[src/rtl/kslp_pkg.sv]
// kslp_pkg: shared types and constants for the key short/long press scanner
// used by every module in rtl/; no dependencies
`timescale 1ns / 1ps
`default_nettype none

package kslp_pkg;

    localparam int NUM_KEYS    = 6;
    localparam int KEY_FIELD_W = 6;
    localparam int SCAN_KEYS   = (NUM_KEYS < KEY_FIELD_W) ? NUM_KEYS : KEY_FIELD_W;
    localparam int KEY_IDX_W   = 3;
    localparam int CODE_W      = 4;
    localparam int CNT_W       = 8;
    localparam int CFG_IDX_W   = 2;
    localparam int PHASE_W     = 3;

    localparam logic [CODE_W-1:0] SHORT_BASE = 4'd1;
    localparam logic [CODE_W-1:0] LONG_BASE  = 4'd7;
    localparam logic [CODE_W-1:0] CODE_MAX   = 4'd12;

    localparam logic [CNT_W-1:0] CNT_MAX = 8'd255;

    localparam logic [CFG_IDX_W-1:0] REG_SETTLE   = 2'd0;
    localparam logic [CFG_IDX_W-1:0] REG_DEBOUNCE = 2'd1;
    localparam logic [CFG_IDX_W-1:0] REG_SAMPLE   = 2'd2;
    localparam logic [CFG_IDX_W-1:0] REG_LONG     = 2'd3;

    localparam logic [CNT_W-1:0] SETTLE_RST   = 8'd15;
    localparam logic [CNT_W-1:0] DEBOUNCE_RST = 8'd10;
    localparam logic [CNT_W-1:0] SAMPLE_RST   = 8'd10;
    localparam logic [CNT_W-1:0] LONG_RST     = 8'd100;

    localparam logic [PHASE_W-1:0] PH_SETTLE   = 3'd0;
    localparam logic [PHASE_W-1:0] PH_DEBOUNCE = 3'd1;
    localparam logic [PHASE_W-1:0] PH_SAMPLE   = 3'd2;
    localparam logic [PHASE_W-1:0] PH_HOLD     = 3'd3;
    localparam logic [PHASE_W-1:0] PH_RELEASE  = 3'd4;

    typedef struct packed {
        logic [CNT_W-1:0] settle_ticks;
        logic [CNT_W-1:0] debounce_ticks;
        logic [CNT_W-1:0] sample_ticks;
        logic [CNT_W-1:0] long_count;
    } cfg_t;

    typedef struct packed {
        logic              emit;
        logic [CODE_W-1:0] code;
        logic              is_long;
    } res_t;

endpackage

`default_nettype wire

[src/rtl/kslp_cfg.sv]
// kslp_cfg: configuration register file, plain indexed write port
// depends on kslp_pkg
`timescale 1ns / 1ps
`default_nettype none

module kslp_cfg
    import kslp_pkg::*;
(
    input  wire logic                 clk,
    input  wire logic                 rst_n,
    input  wire logic                 cfg_wr_en,
    input  wire logic [CFG_IDX_W-1:0] cfg_index,
    input  wire logic [CNT_W-1:0]     cfg_data,
    output cfg_t                      cfg
);

    cfg_t cfg_reg;
    cfg_t cfg_next;

    always_comb
    begin
        cfg_next = cfg_reg;
        if (cfg_wr_en)
        begin
            unique case (cfg_index)
                REG_SETTLE:   cfg_next.settle_ticks   = cfg_data;
                REG_DEBOUNCE: cfg_next.debounce_ticks = cfg_data;
                REG_SAMPLE:   cfg_next.sample_ticks   = cfg_data;
                REG_LONG:     cfg_next.long_count     = cfg_data;
                default:      cfg_next = cfg_reg;
            endcase
        end
    end

    always_ff @(posedge clk or negedge rst_n)
    begin
        if (!rst_n)
        begin
            cfg_reg.settle_ticks   <= SETTLE_RST;
            cfg_reg.debounce_ticks <= DEBOUNCE_RST;
            cfg_reg.sample_ticks   <= SAMPLE_RST;
            cfg_reg.long_count     <= LONG_RST;
        end
        else
        begin
            cfg_reg <= cfg_next;
        end
    end

    assign cfg = cfg_reg;

endmodule

`default_nettype wire

[src/rtl/kslp_pick.sv]
// kslp_pick: priority pick of the lowest-numbered pressed key
// depends on kslp_pkg
`timescale 1ns / 1ps
`default_nettype none

module kslp_pick
    import kslp_pkg::*;
(
    input  wire logic [KEY_FIELD_W-1:0] levels,
    output logic                        found,
    output logic [KEY_IDX_W-1:0]        key_idx
);

    always_comb
    begin
        found   = 1'b0;
        key_idx = '0;
        for (int k = SCAN_KEYS - 1; k >= 0; k--)
        begin
            if (!levels[k])
            begin
                found   = 1'b1;
                key_idx = KEY_IDX_W'(k);
            end
        end
    end

endmodule

`default_nettype wire

[src/rtl/kslp_core.sv]
// kslp_core: phase state machine with tick and sample counters
// depends on kslp_pkg and kslp_pick
`timescale 1ns / 1ps
`default_nettype none

module kslp_core
    import kslp_pkg::*;
(
    input  wire logic                   clk,
    input  wire logic                   rst_n,
    input  wire logic                   step,
    input  wire logic [KEY_FIELD_W-1:0] levels,
    input  wire cfg_t                   cfg,
    output res_t                        res
);

    logic [PHASE_W-1:0]   phase_reg, phase_next;
    logic [CNT_W-1:0]     tick_count_reg, tick_count_next;
    logic [CNT_W-1:0]     sample_count_reg, sample_count_next;
    logic [KEY_IDX_W-1:0] chosen_key_reg, chosen_key_next;

    logic                 found;
    logic [KEY_IDX_W-1:0] pick_idx;
    logic                 chosen_down;
    logic [CNT_W-1:0]     sample_inc;
    logic [CNT_W-1:0]     settle_tick;

    kslp_pick u_pick
    (
        .levels  (levels),
        .found   (found),
        .key_idx (pick_idx)
    );

    always_comb
    begin
        chosen_down = 1'b0;
        for (int k = 0; k < KEY_FIELD_W; k++)
        begin
            if (chosen_key_reg == KEY_IDX_W'(k))
            begin
                chosen_down = !levels[k];
            end
        end
    end

    assign sample_inc = (sample_count_reg == CNT_MAX) ? CNT_MAX : sample_count_reg + 1'b1;

    always_comb
    begin
        phase_next        = phase_reg;
        tick_count_next   = tick_count_reg;
        sample_count_next = sample_count_reg;
        chosen_key_next   = chosen_key_reg;
        res.emit          = 1'b0;
        res.code          = '0;
        res.is_long       = 1'b0;
        settle_tick       = tick_count_reg;

        unique case (phase_reg)
            PH_DEBOUNCE:
            begin
                if (tick_count_reg < cfg.debounce_ticks)
                begin
                    tick_count_next = tick_count_reg + 1'b1;
                end
                else
                begin
                    phase_next        = PH_SAMPLE;
                    tick_count_next   = '0;
                    sample_count_next = '0;
                end
            end
            PH_SAMPLE:
            begin
                if (tick_count_reg < cfg.sample_ticks)
                begin
                    tick_count_next = tick_count_reg + 1'b1;
                end
                else if (!chosen_down)
                begin
                    res.emit          = 1'b1;
                    res.code          = CODE_W'(chosen_key_reg) + SHORT_BASE;
                    phase_next        = PH_SETTLE;
                    tick_count_next   = '0;
                    sample_count_next = '0;
                end
                else
                begin
                    tick_count_next   = '0;
                    sample_count_next = sample_inc;
                    if (sample_inc >= cfg.long_count)
                    begin
                        phase_next = PH_HOLD;
                    end
                end
            end
            PH_HOLD:
            begin
                if (!chosen_down)
                begin
                    phase_next      = PH_RELEASE;
                    tick_count_next = '0;
                end
            end
            PH_RELEASE:
            begin
                if (tick_count_reg < cfg.debounce_ticks)
                begin
                    tick_count_next = tick_count_reg + 1'b1;
                end
                else
                begin
                    res.emit          = 1'b1;
                    res.is_long       = 1'b1;
                    res.code          = CODE_W'(chosen_key_reg) + LONG_BASE;
                    phase_next        = PH_SETTLE;
                    tick_count_next   = '0;
                    sample_count_next = '0;
                end
            end
            default:
            begin
                // unused codes restart settling from zero
                if (phase_reg != PH_SETTLE)
                begin
                    settle_tick       = '0;
                    sample_count_next = '0;
                end
                phase_next = PH_SETTLE;
                if (settle_tick < cfg.settle_ticks)
                begin
                    tick_count_next = settle_tick + 1'b1;
                end
                else
                begin
                    tick_count_next = '0;
                    if (found)
                    begin
                        chosen_key_next   = pick_idx;
                        phase_next        = PH_DEBOUNCE;
                        sample_count_next = '0;
                    end
                end
            end
        endcase
    end

    always_ff @(posedge clk or negedge rst_n)
    begin
        if (!rst_n)
        begin
            phase_reg        <= PH_SETTLE;
            tick_count_reg   <= '0;
            sample_count_reg <= '0;
            chosen_key_reg   <= '0;
        end
        else if (step)
        begin
            phase_reg        <= phase_next;
            tick_count_reg   <= tick_count_next;
            sample_count_reg <= sample_count_next;
            chosen_key_reg   <= chosen_key_next;
        end
    end

    a_hold_no_emit: assert property (@(posedge clk) disable iff (!rst_n)
        (phase_reg == PH_HOLD) |-> !res.emit)
        else $error("code emitted while key held");

    a_emit_to_settle: assert property (@(posedge clk) disable iff (!rst_n)
        (step && res.emit) |=> (phase_reg == PH_SETTLE && tick_count_reg == '0
            && sample_count_reg == '0))
        else $error("no return to settle after code");

    a_sample_from_debounce: assert property (@(posedge clk) disable iff (!rst_n)
        (step && phase_reg == PH_DEBOUNCE && phase_next == PH_SAMPLE)
            |=> (sample_count_reg == '0 && tick_count_reg == '0))
        else $error("counters not cleared entering sample");

endmodule

`default_nettype wire

[src/rtl/key_short_long_press_scanner_unit.sv]
// key_short_long_press_scanner_unit: top level, tick input stage and code output register
// depends on kslp_pkg, kslp_cfg and kslp_core
//
// one transfer on the key channel is one millisecond tick carrying six
// active-low key levels (bit i is key i+1). the block settles, scans for the
// lowest-numbered pressed key, debounces it and samples it; a release before
// long_count samples gives a short code (1..6), otherwise after release and a
// second debounce a long code (7..12) with long_press set.
// an accepted tick is held in the input stage and processed by the phase
// logic once the output register is free; a resulting code is registered
// and shown on the code channel. one tick per cycle is sustained while the
// code receiver does not stall, limited by the single phase logic pass.
// when the code receiver stalls a waiting code holds, and the input stage
// fills and then raises key_stall until the code is taken. reset clears
// both stages, returns to the settle phase and loads the register defaults
// 15, 10, 10, 100. configuration is written through cfg_wr_en / cfg_index /
// cfg_data, by the user only while no tick is in flight; not enforced.
`timescale 1ns / 1ps
`default_nettype none

module key_short_long_press_scanner_unit
    import kslp_pkg::*;
(
    input  wire logic                   clk,
    input  wire logic                   rst_n,
    input  wire logic                   key_valid,
    output logic                        key_stall,
    input  wire logic [KEY_FIELD_W-1:0] key_levels,
    output logic                        code_valid,
    input  wire logic                   code_stall,
    output logic [CODE_W-1:0]           key_code,
    output logic                        long_press,
    input  wire logic                   cfg_wr_en,
    input  wire logic [CFG_IDX_W-1:0]   cfg_index,
    input  wire logic [CNT_W-1:0]       cfg_data
);

    cfg_t cfg;
    res_t res;

    logic                   s1_valid_reg, s1_valid_next;
    logic [KEY_FIELD_W-1:0] s1_levels_reg;
    logic                   out_valid_reg, out_valid_next;
    logic [CODE_W-1:0]      out_code_reg;
    logic                   out_long_reg;

    logic key_xfer;
    logic out_free;
    logic advance;

    kslp_cfg u_cfg
    (
        .clk       (clk),
        .rst_n     (rst_n),
        .cfg_wr_en (cfg_wr_en),
        .cfg_index (cfg_index),
        .cfg_data  (cfg_data),
        .cfg       (cfg)
    );

    kslp_core u_core
    (
        .clk    (clk),
        .rst_n  (rst_n),
        .step   (advance),
        .levels (s1_levels_reg),
        .cfg    (cfg),
        .res    (res)
    );

    assign out_free  = !out_valid_reg || !code_stall;
    assign advance   = s1_valid_reg && out_free;
    assign key_stall = s1_valid_reg && !out_free;
    assign key_xfer  = key_valid && !key_stall;

    always_comb
    begin
        s1_valid_next = s1_valid_reg;
        if (key_xfer)
        begin
            s1_valid_next = 1'b1;
        end
        else if (advance)
        begin
            s1_valid_next = 1'b0;
        end

        out_valid_next = out_valid_reg;
        if (advance && res.emit)
        begin
            out_valid_next = 1'b1;
        end
        else if (!code_stall)
        begin
            out_valid_next = 1'b0;
        end
    end

    always_ff @(posedge clk or negedge rst_n)
    begin
        if (!rst_n)
        begin
            s1_valid_reg  <= 1'b0;
            out_valid_reg <= 1'b0;
        end
        else
        begin
            s1_valid_reg  <= s1_valid_next;
            out_valid_reg <= out_valid_next;
        end
    end

    always_ff @(posedge clk)
    begin
        if (key_xfer)
        begin
            s1_levels_reg <= key_levels;
        end
        if (advance && res.emit)
        begin
            out_code_reg <= res.code;
            out_long_reg <= res.is_long;
        end
    end

    assign code_valid = out_valid_reg;
    assign key_code   = out_code_reg;
    assign long_press = out_long_reg;

    a_long_flag: assert property (@(posedge clk) disable iff (!rst_n)
        code_valid |-> (long_press == (key_code >= LONG_BASE)))
        else $error("long flag does not match code");

    a_code_range: assert property (@(posedge clk) disable iff (!rst_n)
        code_valid |-> (key_code >= SHORT_BASE && key_code <= CODE_MAX))
        else $error("code out of range");

    a_stall_full: assert property (@(posedge clk) disable iff (!rst_n)
        key_stall |-> (s1_valid_reg && code_valid))
        else $error("stall without a waiting code");

endmodule

`default_nettype wire
[config.mk]
export PLATFORM = sky130hd
export DESIGN_NAME = key_short_long_press_scanner_unit
export DESIGN_NICKNAME = d
export VERILOG_FILES = /design/src/rtl/kslp_pkg.sv /design/src/rtl/kslp_cfg.sv /design/src/rtl/kslp_pick.sv /design/src/rtl/kslp_core.sv /design/src/rtl/key_short_long_press_scanner_unit.sv
export SDC_FILE = /design/constraint.sdc
export NUM_CORES = 1
export LEC_CHECK = 0
export BUFFER_PORTS_ARGS = -buffer_cell sky130_fd_sc_hd__buf_2
export CORE_MARGIN = 4
export CORE_UTILIZATION = 50
export DETAILED_ROUTE_END_ITERATION = 10
export PLACE_DENSITY = 0.64
export SYNTH_ARGS = -nofsm -noshare
export SYNTH_HDL_FRONTEND = slang
export SYNTH_HIERARCHICAL = 1
export SYNTH_SLANG_ARGS = --single-unit
export TNS_END_PERCENT = 10
[constraint.sdc]
create_clock -name clk -period 3.5 [get_ports clk]
set_input_delay 0.35 -clock clk [delete_from_list [all_inputs] [get_ports clk]]
set_output_delay 0.35 -clock clk [all_outputs]
set_load 0.02 [all_outputs]
Word-level counts from Yosys, hierarchy flattened
Index checks and enable logic that the tools add are counted.

Add/subtract/negate cells: 5. $lt $le $gt $ge: 4. Equality and inequality tests: 20. Mux-type cells: 50. Bitwise gates (word level): 3. Reduce and logical (&&, ||, !) cells: 29.

Operators with widths (count): 8-bit two-way mux (13); 8-bit case mux with 3 select lines (2); 3-bit two-way mux (13); 8-bit by 1-bit adder with 8-bit output (second input constant) (3); 8-bit < comparator (3); 1-bit two-way mux (17); 3-bit by 2-bit equality test with 1-bit output (second input constant) (4); 3-bit case mux with 4 select lines (1); 1-bit zero test (10); 5-bit two-way mux (2); 2-bit inequality test (second input constant) (5); 5-bit case mux with 2 select lines (1); 2-bit AND reduction (5); 3-bit equality test (second input constant) (3); 8-bit equality test (second input constant) (1); 8-bit >= comparator (1); 4-bit AND reduction (2); 3-bit by 1-bit equality test with 1-bit output (second input constant) (2); 6-bit two-way mux (1); 6-bit AND reduction (1); 3-bit by 1-bit adder with 4-bit output (second input constant) (1); 3-bit by 3-bit adder with 4-bit output (second input constant) (1); 2-bit equality test (second input constant) (2); 1-bit logical AND (4); 11 further kinds (13).

Register bits: 67.

Logic depth before layout (Yosys ltp)
Gate-level depths: netlist (run 1).

Depth after elaboration: 12. Mapped depth: 12.

Hierarchy
The synthesis (run 1) kept the hierarchy.

By module, submodules not included: kslp_core (instances 1, cells an instance 288, area an instance 2442.3 sq um, seq. area each 550.5 sq um); kslp_cfg (instances 1, cells an instance 68, area an instance 1226.2 sq um, seq. area each 814.5 sq um); key_short_long_press_scanner_unit (instances 1, cells an instance 22, area an instance 429.2 sq um, seq. area each 380.4 sq um); kslp_pick (instances 1, cells an instance 9, area an instance 58.8 sq um, seq. area each 0.0 sq um).

Least setup slack after synthesis (run 1)
No wires, ideal clock.

Kind: register -> register. From: reg u_core.phase_reg[0]. To: reg u_core.chosen_key_reg[2]. Setup time: 0.127 ns. Data arrival time: 2.702 ns. Slack: 0.670 ns. Stages on the path, launching flop included: 11. Period minus slack after synthesis: 2.830 ns. Cells stage by stage: dfrtp_1 buf_6 nor3_1 and2_1 ha_1 o21a_1 o2111a_1 a211oi_2 nand2b_4 or3_4 mux2_1.

Cells in the longest elaborated chain, start to end: 6. Elaborated cells between the ends (all ways): 12.

RTL lines: from (decl) (line kslp_core.sv:17) `logic [PHASE_W-1:0] phase_reg, phase_next;`; from (signal assigned) (line kslp_core.sv:160) `phase_reg <= phase_next;`; 3-bit nonzero test (line kslp_core.sv:125) `if (phase_reg != PH_SETTLE)`; 8-bit two-way mux (line kslp_core.sv:125); 8-bit two-way mux (line kslp_core.sv:60) `unique case (phase_reg)`; 8-bit < comparator (line kslp_core.sv:131) `if (settle_tick < cfg.settle_ticks)`; 1-bit inverter (no line); 4-bit AND reduction (no line) (*); to (signal assigned) (line kslp_core.sv:163) `chosen_key_reg <= chosen_key_next;`; to (decl) (line kslp_core.sv:20) `logic [KEY_IDX_W-1:0] chosen_key_reg, chosen_key_next;`.

Mark *: on every way between the ends. The rest lies on a longest branch, timed or not. The select of a mux whose other input is x is not followed. A chain may end at the register's enable or synchronous reset.

Worst setup path after layout (run 1)
From: reg u_core.phase_reg[0]. To: reg u_core.chosen_key_reg[0].

The elaborated chain is that of the path after synthesis.

==> results.sh, run 1 <==
export IMPL_outcome="finished, final reports clean"
export IMPL_p_sw_mw=1.09
export IMPL_layout_cells_non_filler=531
export IMPL_die_height_um=99.2
export IMPL_via_per_inst=5.63
export IMPL_power_density_mw_per_mm2=647
export IMPL_grt_total_usage_pct=19.1
export IMPL_io_buffers=27
export IMPL_grt_antenna_before_repair=0
export IMPL_netlist_area_leader_share_pct=27.1
export IMPL_critPathMaxFanout=11
export IMPL_yosysUniqueCellTypes=65
export IMPL_insertion_delay_ns=0.35
export IMPL_ys_top_cells_by_count="45 x dfrtp_1, 40 x inv_1, 38 x ha_1, 34 x mux2_2, 21 x nand2_1"
export IMPL_path_buf_inv=0
export IMPL_p_int_mw=1.93
export IMPL_muxShareOfSynthArea_pct=10.3
export IMPL_end_kind="flop"
export IMPL_setup_tns_ns=0
export IMPL_routed_via_count=2987
export IMPL_synth_xor_area_share_pct=0.843
export IMPL_synthTopCellsByArea="dfrtp_1 27%, ha_1 11%, mux2_2 9.2%, edfxtp_1 7.9%, dfstp_2 7.0%"
export IMPL_nets=483
export IMPL_rsz0062_at_grt="false"
export IMPL_yosysMostFrequentCell="dfrtp_1"
export IMPL_p_clk_share_pct=26.2
export IMPL_syn_nets=446
export IMPL_setup_viol=0
export IMPL_fillers=688
export IMPL_pre_cts_ws_ns=0.232
export IMPL_synthSimpleGateAreaFrac_pct=16.3
export IMPL_fin_util_pct=59.2
export IMPL_worstPathCellList="nor3_2 -> and2_1 -> ha_1 -> o21a_1 -> o2111a_1 -> a211oi_2 -> nand2b_4 -> or3_4 -> mux2_1"
export IMPL_synthFlopType="dfrtp_1"
export IMPL_critPathLaunchType="flop"
export IMPL_cp_slowest_cell="nor3_2"
export IMPL_cp_top_family="simple AND/OR/NAND/NOR gates"
export IMPL_cts_hold_buffers_added=0
export IMPL_cts_root_buf="clkbuf_8"
export IMPL_synthAdderAreaFrac_pct=11.4
export IMPL_grt_max_degree=32
export IMPL_cts_sinks=67
export IMPL_syn_area_mm2=0.00416
export IMPL_gp_congestion=0.928
export IMPL_ys_async_sr_fraction_pct=83.6
export IMPL_slew_headroom_pct=51.7
export IMPL_min_period_ns=3.08
export IMPL_grt_overflow=0
export IMPL_reg2reg_from="u_core/phase_reg[0]"
export IMPL_wl_per_cell_um=16.4
export IMPL_multi_input_area_mm2=0.00222
export IMPL_gr_usage_met3_pct=4.91
export IMPL_maxSlewViolCount=0
export IMPL_synth_enable_flop_cells=11
export IMPL_row_count=32
export IMPL_start_util_pct=52.7
export IMPL_die_area_mm2=0.00984
export IMPL_drt_initial_drc_count=146
export IMPL_core_mm2=0.00789
export IMPL_p_total_mw=3.02
export IMPL_hp_class="in2async"
export IMPL_power_frac_comb_pct=36.7
export IMPL_ant_nets=0
export IMPL_htree_levels=3
export IMPL_synth_top_area_cell="dfrtp_1"
export IMPL_wirelength_um=8710
export IMPL_seqCellArea_mm2=0.00175
export IMPL_placed_cells=515
export IMPL_n_antenna_cell=0
export IMPL_post_route_period_util_pct=88.1
export IMPL_grt_pass1_vias=2972
export IMPL_ioPinCount=28
export IMPL_p_sw_share_pct=36.1
export IMPL_grt_use_met2_pct=30.6
export IMPL_ir_worst_vdd_uv=334
export IMPL_cts_buffers=9
export IMPL_path_class="reg2reg"
export IMPL_first_pass_iters=4
export IMPL_cp_startpoint="u_core/phase_reg[0]"
export IMPL_busiest_layer="met2"
export IMPL_largest_reg_flops=32
export IMPL_synth_top_family_by_area="simple AND/OR/NAND/NOR gates"
export IMPL_cp_required_ns=3.74
export IMPL_clock_skew_ns=0.00448
export IMPL_worst_ep_arrival_time_ns=3.32
export IMPL_worstMarginPinSlew_ns=0.724
export IMPL_clk_pin_slew_ns=0.07
export IMPL_critPathMaxStageDelay_ns=0.56
export IMPL_finalHoldViolCount=0
export IMPL_p_leak_nw=2.22
export IMPL_drive_above_1_share_pct=27.5
export IMPL_seq_power_share_pct=37.1
export IMPL_grt_pass1_wl_um=14800
export IMPL_synth_avg_cell_area_um2=10.7
export IMPL_hpwl_um=6630
export IMPL_die_width_um=99.2
export IMPL_synth_warnings=6
export IMPL_synth_cells=387
export IMPL_ys_ff_latch=67
export IMPL_max_freq_mhz=324
export IMPL_syn2layout_area_growth_pct=12.3
export IMPL_cts_buffer_depth=2
export IMPL_finalWorstSetupSlack_ns=0.417
export IMPL_postCtsSetupBuffers=0
export IMPL_remaining_drc_errors=0
export IMPL_use_met1_pct=25.5
export IMPL_synth_compound_area_share_pct=14.5
export IMPL_cts_tree="built"
export IMPL_seq_area_frac_synth_pct=42.0
export IMPL_drv_cap=0
## cell type report
type	count	share of cell area, %
inverters	40	3.22
repair buffers	31	3.54
clock inverters	3	0.992
multi-input cells	275	47.6
clock buffers	13	4.56
flip-flops and latches	67	37.4
well taps	102	2.73
## cell usage in the layout (no fill, tap or decap), types with 10 or more instances in the layout
master	instances
buf_2	27
nor2_1	14
edfxtp_1	11
dfstp_2	11
ha_1	38
clkbuf_8	10
nand2_1	21
dfrtp_1	45
o21ai_0	12
inv_1	40
a21oi_1	16
mux2_2	34
nand3_1	16
## cells by family after synthesis
kind of cell,after synthesis
AOI/OAI and AO/OA,81
muxes,38
buffers and inverters,45
DFF,67
and+or+nand+nor,114
xor gates and xnor gates,4
adders and majority gates,38
## layer usage
layer  vias to the layer above  share of wire (%)  wire length, um
met2                        66                 48             4200
met4                         0                1.9              164
met3                        12                4.5              391
li1                       1480                  -                -
met1                      1429                 45             3950
met5                         -                  0                0
## final timing paths
check                                            to  slack, ns  cells past startpoint
hold reg to reg                        u_cfg/cfg[4]       0.51                      1
setup reg to reg           u_core/chosen_key_reg[0]       0.42                      9
max in group asynchronous              u_cfg/cfg[9]       2.70                      2
setup / recovery           u_core/chosen_key_reg[0]       0.42                      9
hold / removal             u_core/chosen_key_reg[2]       0.05                      1
min in group clk                   s1_levels_reg[2]       0.17                      1
## power groups by stage
stage          registers, mW  logic (mW)  clock network [mW]
3_5_place_dp            1.13        1.10                   0
5_1_grt                 1.14        1.26               0.851
4_1_cts                 1.12        1.11               0.820
2_1_floorplan           1.07       0.883                   0
6_report                1.12        1.11               0.792
3_3_place_gp            1.13        1.08                   0
## what timing repair did
| item | in CTS | in global routing |
|---|---|---|
| resized for setup | 0 | 1 |
| endpoints found under the setup margin | 0 | 11 |
| endpoints found under the hold margin | 0 | 0 |
## metrics by stage
| step | hold slack, ns | area [um^2] |
|---|---|---|
| floorplan | 0.0544 | 4160 |
| global placement | 0.461 | 4400 |
| detailed placement | 0.446 | 4400 |
| CTS | 0.0590 | 4660 |
| global route | 0.0990 | 4670 |
| finish | 0.0546 | 4670 |
Power figures use the tool's default switching activity.
==> inputs of run 2 (changes only) <==
--- a/config.mk
+++ b/config.mk
@@ -6,6 +6,7 @@
 export NUM_CORES = 1
 export LEC_CHECK = 0
 export BUFFER_PORTS_ARGS = -buffer_cell sky130_fd_sc_hd__buf_2
+export CORE_ASPECT_RATIO = 0.8
 export CORE_MARGIN = 4
 export CORE_UTILIZATION = 50
 export DETAILED_ROUTE_END_ITERATION = 10
==> constraint.sdc (replaced) <==
create_clock -name clk -period 3.5 [get_ports clk]
set_input_delay 0.35 -clock clk [delete_from_list [all_inputs] [get_ports clk]]
set_output_delay 0.35 -clock clk [all_outputs]
set_load 0.01 [all_outputs]
==> run 2 against run 1 <==
Effect of this change: global-route usage increased by 0.85 points; non-clock buffer count did not move; final cell count grew 1.1%; register-to-register slack gained 0.02 ns; critical endpoint unchanged; largest cell class unchanged; largest power group is now combinational logic.
==> results.sh, run 2 (same netlist as run 1, synthesis figures left out) <==
export IMPL_io_buffers=27
export IMPL_power_density_mw_per_mm2=659
export IMPL_hpwl_um=6740
export IMPL_die_width_um=110
export IMPL_cp_required_ns=3.73
export IMPL_critPathMaxStageDelay_ns=0.54
export IMPL_p_int_mw=1.99
export IMPL_setup_tns_ns=0
export IMPL_rsz0062_at_grt="false"
export IMPL_nets=483
export IMPL_multi_input_area_mm2=0.00222
export IMPL_cp_slowest_cell="nor3_2"
export IMPL_p_sw_mw=1.09
export IMPL_row_count=29
export IMPL_place_area_mm2=0.00441
export IMPL_ioPinCount=28
export IMPL_maxSlewViolCount=0
export IMPL_end_kind="flop"
export IMPL_critPathLaunchType="flop"
export IMPL_seq_power_share_pct=36.1
export IMPL_start_util_pct=51.8
export IMPL_grt_overflow=0
export IMPL_path_buf_inv=0
export IMPL_finalHoldViolCount=0
export IMPL_wl_per_cell_um=16.6
export IMPL_remaining_drc_errors=0
export IMPL_die_area_mm2=0.00984
export IMPL_fillers=701
export IMPL_clock_skew_ns=0.00983
export IMPL_grt_pass1_wl_um=14900
export IMPL_hp_class="in2async"
export IMPL_min_period_ns=3.06
export IMPL_cts_sinks=67
export IMPL_seqCellArea_mm2=0.00175
export IMPL_path_class="reg2reg"
export IMPL_worstMarginPinSlew_ns=0.834
export IMPL_gp_congestion=0.892
export IMPL_first_pass_iters=5
export IMPL_drv_cap=0
export IMPL_power_frac_comb_pct=36.2
export IMPL_grt_pass1_vias=3047
export IMPL_p_sw_share_pct=35.4
export IMPL_clk_pin_slew_ns=0.08
export IMPL_outcome="finished, final reports clean"
export IMPL_grt_max_degree=36
export IMPL_worst_ep_arrival_time_ns=3.30
export IMPL_p_leak_nw=2.23
export IMPL_cts_root_buf="clkbuf_8"
export IMPL_insertion_delay_ns=0.35
export IMPL_ant_nets=0
export IMPL_core_mm2=0.00802
export IMPL_cts_tree="built"
export IMPL_design_area_mm2=0.00468
export IMPL_cts_hold_buffers_added=0
export IMPL_routed_via_count=3044
export IMPL_cts_buffers=9
export IMPL_via_per_inst=5.67
export IMPL_slew_headroom_pct=44.4
export IMPL_cts_buffer_depth=2
export IMPL_setup_viol=0
export IMPL_max_freq_mhz=326
export IMPL_grt_antenna_before_repair=0
export IMPL_grt_total_usage_pct=19.9
export IMPL_post_route_period_util_pct=87.6
export IMPL_n_antenna_cell=0
export IMPL_die_height_um=89.6
export IMPL_ir_worst_vdd_uv=352
export IMPL_wirelength_um=8920
export IMPL_syn2layout_area_growth_pct=12.7
export IMPL_final_cell_mix="45 x dfrtp_1, 40 x inv_1, 38 x ha_1"
export IMPL_p_clk_share_pct=27.6
export IMPL_htree_levels=3
export IMPL_mostFrequentLayoutCell="dfrtp_1"
export IMPL_largest_reg_flops=32
export IMPL_worstPathCellList="nor3_2 -> and2_1 -> ha_1 -> o21a_1 -> o2111a_1 -> a211oi_2 -> nand2b_4 -> or3_4 -> mux2_1"
export IMPL_drive_above_1_share_pct=27.5
export IMPL_drt_initial_drc_count=153
export IMPL_cp_top_family="simple AND/OR/NAND/NOR gates"
export IMPL_critPathMaxFanout=9
## run 2: cell types whose count changed in the layout (fill, tap and decap cells not counted), sizes merged
cell / delta
bufinv: +2
clkbuf: -2
clkinvlp: -1
inv: +1
## run 2: area by class of cell
| cell class | count | share of cell area (%) |
|---|---|---|
| clock buffers | 11 | 3.47 |
| clock inverters | 5 | 2.24 |
| inverters | 40 | 3.21 |
| multi-input cells | 275 | 47.4 |
| flip-flops and latches | 67 | 37.3 |
| well taps | 108 | 2.89 |
| repair buffers | 31 | 3.53 |
## run 2: power groups by stage
| stage | combinational, mW | clock [mW] | sequential [mW] |
|---|---|---|---|
| 6_report | 1.12 | 0.853 | 1.11 |
| 5_1_grt | 1.27 | 0.907 | 1.14 |
| 4_1_cts | 1.12 | 0.876 | 1.11 |
| 3_5_place_dp | 1.11 | 0 | 1.13 |
| 3_3_place_gp | 1.08 | 0 | 1.12 |
| 2_1_floorplan | 0.883 | 0 | 1.07 |
## run 2: routing by layer
metal  vias to the layer above  routed length (um)  GRT usage (%)
li1                       1487                   -              -
met5                         -                   0              0
met1                      1508                4260           26.7
met3                         7                 328           5.13
met2                        42                4260           32.4
met4                         0                  76           5.10
## run 2: worst reg2reg max path, delay by kind of cell (launching register included)
family	cells	cell delay, ns
flops	1	0.49
compound gates	3	0.75
fa+ha+maj	1	0.24
simple gates	4	1.15
mux	1	0.32
## run 2: path summary, 6_finish.rpt
check | endpoint | depth (start not counted) | slack (ns) | startpoint
worst max-delay path | u_core/chosen_key_reg[0] | 9 | 0.44 | u_core/phase_reg[2]
worst min-delay path | u_core/sample_count_reg[5] | 1 | 0.09 | rst_n
worst max register to register | u_core/chosen_key_reg[0] | 9 | 0.44 | u_core/phase_reg[2]
worst min register to register | u_cfg/cfg[7] | 1 | 0.51 | u_cfg/cfg[7]
max in group asynchronous | u_cfg/cfg[25] | 2 | 2.52 | rst_n
min in group clk | s1_levels_reg[1] | 1 | 0.17 | key_levels[1]
## run 2: per-stage QoR
stage | total power [mW] | utilization [%] | worst slack (ns) | hold slack [ns] | instances
after floorplan | 1.95 | - | 0.670 | 0.0544 | 387
after global placement | 2.20 | 55.0 | 0.325 | 0.491 | 521
after detailed placement | 2.23 | 55.0 | 0.242 | 0.493 | 521
after CTS | 3.11 | 58.3 | 0.168 | 0.112 | 537
after global routing | 3.32 | 58.4 | 0.209 | 0.138 | 537
final | 3.09 | 58.4 | 0.435 | 0.0913 | 537
## run 2: timing repair
action / CTS / global route
gates resized for setup: 0 / 1
endpoints found under the setup margin: 0 / 9
setup buffers: 0 / 0
==> inputs of run 3 (changes only) <==
--- a/config.mk
+++ b/config.mk
@@ -10,7 +10,7 @@
 export CORE_MARGIN = 4
 export CORE_UTILIZATION = 50
 export DETAILED_ROUTE_END_ITERATION = 10
-export PLACE_DENSITY = 0.64
+export PLACE_DENSITY_LB_ADDON = 0.08
 export SYNTH_ARGS = -nofsm -noshare
 export SYNTH_HDL_FRONTEND = slang
 export SYNTH_HIERARCHICAL = 1
==> run 3 against run 2 <==
Effect of this change: first-iteration DRC count up 4.6%; non-clock buffer count unchanged; cell area down 1.9%.
==> results.sh, run 3 (same netlist as run 1, synthesis figures left out) <==
export IMPL_cts_hold_buffers_added=0
export IMPL_remaining_drc_errors=0
export IMPL_insertion_delay_ns=0.34
export IMPL_start_util_pct=51.8
export IMPL_grt_max_degree=39
export IMPL_finalWorstSetupSlack_ns=0.475
export IMPL_wl_met3_um=306
export IMPL_hp_class="in2async"
export IMPL_setup_tns_ns=0
export IMPL_mostFrequentLayoutCell="dfrtp_1"
export IMPL_min_period_ns=3.02
export IMPL_via_per_inst=5.61
export IMPL_multi_input_area_mm2=0.00222
export IMPL_grt_antenna_before_repair=0
export IMPL_syn2layout_area_growth_pct=10.6
export IMPL_layout_cells_non_filler=537
export IMPL_routed_via_count=3012
export IMPL_worst_ep_arrival_time_ns=3.25
export IMPL_drt_initial_drc_count=160
export IMPL_final_cell_mix="45 x dfrtp_1, 40 x inv_1, 38 x ha_1"
export IMPL_clock_skew_ns=0.0131
export IMPL_ioPinCount=28
export IMPL_worstMarginPinSlew_ns=0.912
export IMPL_drive_above_1_share_pct=27.3
export IMPL_seqCellArea_mm2=0.00175
export IMPL_critPathMaxFanout=11
export IMPL_cts_sinks=67
export IMPL_grt_overflow=0
export IMPL_crit_end="u_core/chosen_key_reg[1]"
export IMPL_grt_pass1_wl_um=14800
export IMPL_path_class="reg2reg"
export IMPL_reg2reg_from="u_core/phase_reg[0]"
export IMPL_p_total_mw=2.84
export IMPL_fillers=670
export IMPL_setup_viol=0
export IMPL_io_buffers=27
export IMPL_wl_per_cell_um=16.6
export IMPL_r2r_cells=9
export IMPL_grt_pass1_vias=2954
export IMPL_routed_top_layer="met4"
export IMPL_htree_levels=3
export IMPL_p_leak_nw=2.18
export IMPL_rsz0062_at_grt="false"
export IMPL_wirelength_um=8940
export IMPL_cts_buffers=9
export IMPL_finalHoldViolCount=0
export IMPL_hpwl_um=6750
export IMPL_postCtsSetupBuffers=0
export IMPL_placed_cells=521
export IMPL_nets=483
export IMPL_finalHoldWorstSlack_ns=0.140
export IMPL_die_area_mm2=0.00984
export IMPL_design_area_mm2=0.00460
export IMPL_clk_pin_slew_ns=0.08
export IMPL_end_kind="flop"
export IMPL_r2r_end="u_core/chosen_key_reg[1]"
export IMPL_die_width_um=110
export IMPL_n_antenna_cell=0
export IMPL_fin_util_pct=57.3
export IMPL_pre_cts_ws_ns=0.185
export IMPL_wl_met1_um=4570
export IMPL_row_count=29
export IMPL_cp_required_ns=3.73
export IMPL_ir_worst_vdd_uv=321
export IMPL_grt_total_usage_pct=19.8
export IMPL_rrSetupSlack_ns=0.48
export IMPL_met2_length_um=3980
export IMPL_power_density_mw_per_mm2=617
export IMPL_cts_tree="built"
export IMPL_critPathLaunchType="flop"
export IMPL_drv_cap=0
export IMPL_gp_congestion=0.851
export IMPL_place_area_mm2=0.00441
export IMPL_cp_startpoint="u_core/phase_reg[0]"
export IMPL_slew_headroom_pct=39.2
export IMPL_cts_root_buf="clkbuf_8"
export IMPL_maxSlewViolCount=0
export IMPL_first_pass_iters=4
export IMPL_die_height_um=89.6
export IMPL_core_mm2=0.00802
export IMPL_max_freq_mhz=331
export IMPL_outcome="finished, final reports clean"
export IMPL_largest_reg_flops=32
export IMPL_post_route_period_util_pct=86.4
export IMPL_ant_nets=0
export IMPL_cts_buffer_depth=2
[run 3: changes by cell type in the layout (fill, tap and decap cells not counted), sizes merged]
cell,previous run,this run
clkinv,1,2
inv,41,40
clkbuf,11,12
clkinvlp,0,2
bufinv,3,0
[run 3: what timing repair did]
item                                    CTS  global route
gates resized for setup                   0             1
endpoints found under the setup margin    0             5
hold endpoints to repair                  0             0
[run 3: power breakdown]
group | switching, mW | internal, mW | total, mW | leakage [nW]
sequential | 0.160 | 0.953 | 1.11 | 0.788
clock | 0.304 | 0.294 | 0.598 | 0.0884
combinational | 0.609 | 0.516 | 1.12 | 1.31
[run 3: worst max-delay path, stage by stage (launching register included)]
cell and delay [ns]:
dfrtp_1 0.53, nor3_2 0.51, and2_1 0.24, ha_1 0.24, o21a_1 0.16, o2111a_1 0.23, a211oi_2 0.31, nand2b_4 0.22
or3_4 0.14, mux2_1 0.32
[run 3: how the worst min path moves through the flow]
stage / endpoint / slack (ns) / cells after the start
finish: u_core/tick_count_reg[4] / 0.14 / 1
global route: s1_levels_reg[2] / 0.16 / 1
CTS: u_core/chosen_key_reg[0] / 0.17 / 1
detailed placement: u_cfg/cfg[16] / 0.49 / 1
global placement: u_cfg/cfg[16] / 0.48 / 1
floorplan: code_valid / 0.05 / 0
[run 3: cell type report]
cell class	count	area share, %
Multi-Input combinational cell	275	48.3
Inverter	40	3.27
Sequential cell	67	38.0
Clock inverter	4	0.545
Tap cell	108	2.94
Timing Repair Buffer	31	3.59
Clock buffer	12	3.38
[run 3: metal layers]
metal  GRT usage, %  up-vias
met1           28.9     1462
met5              0        -
li1               -     1483
met3           3.83        8
met4           5.44        0
met2           30.1       59
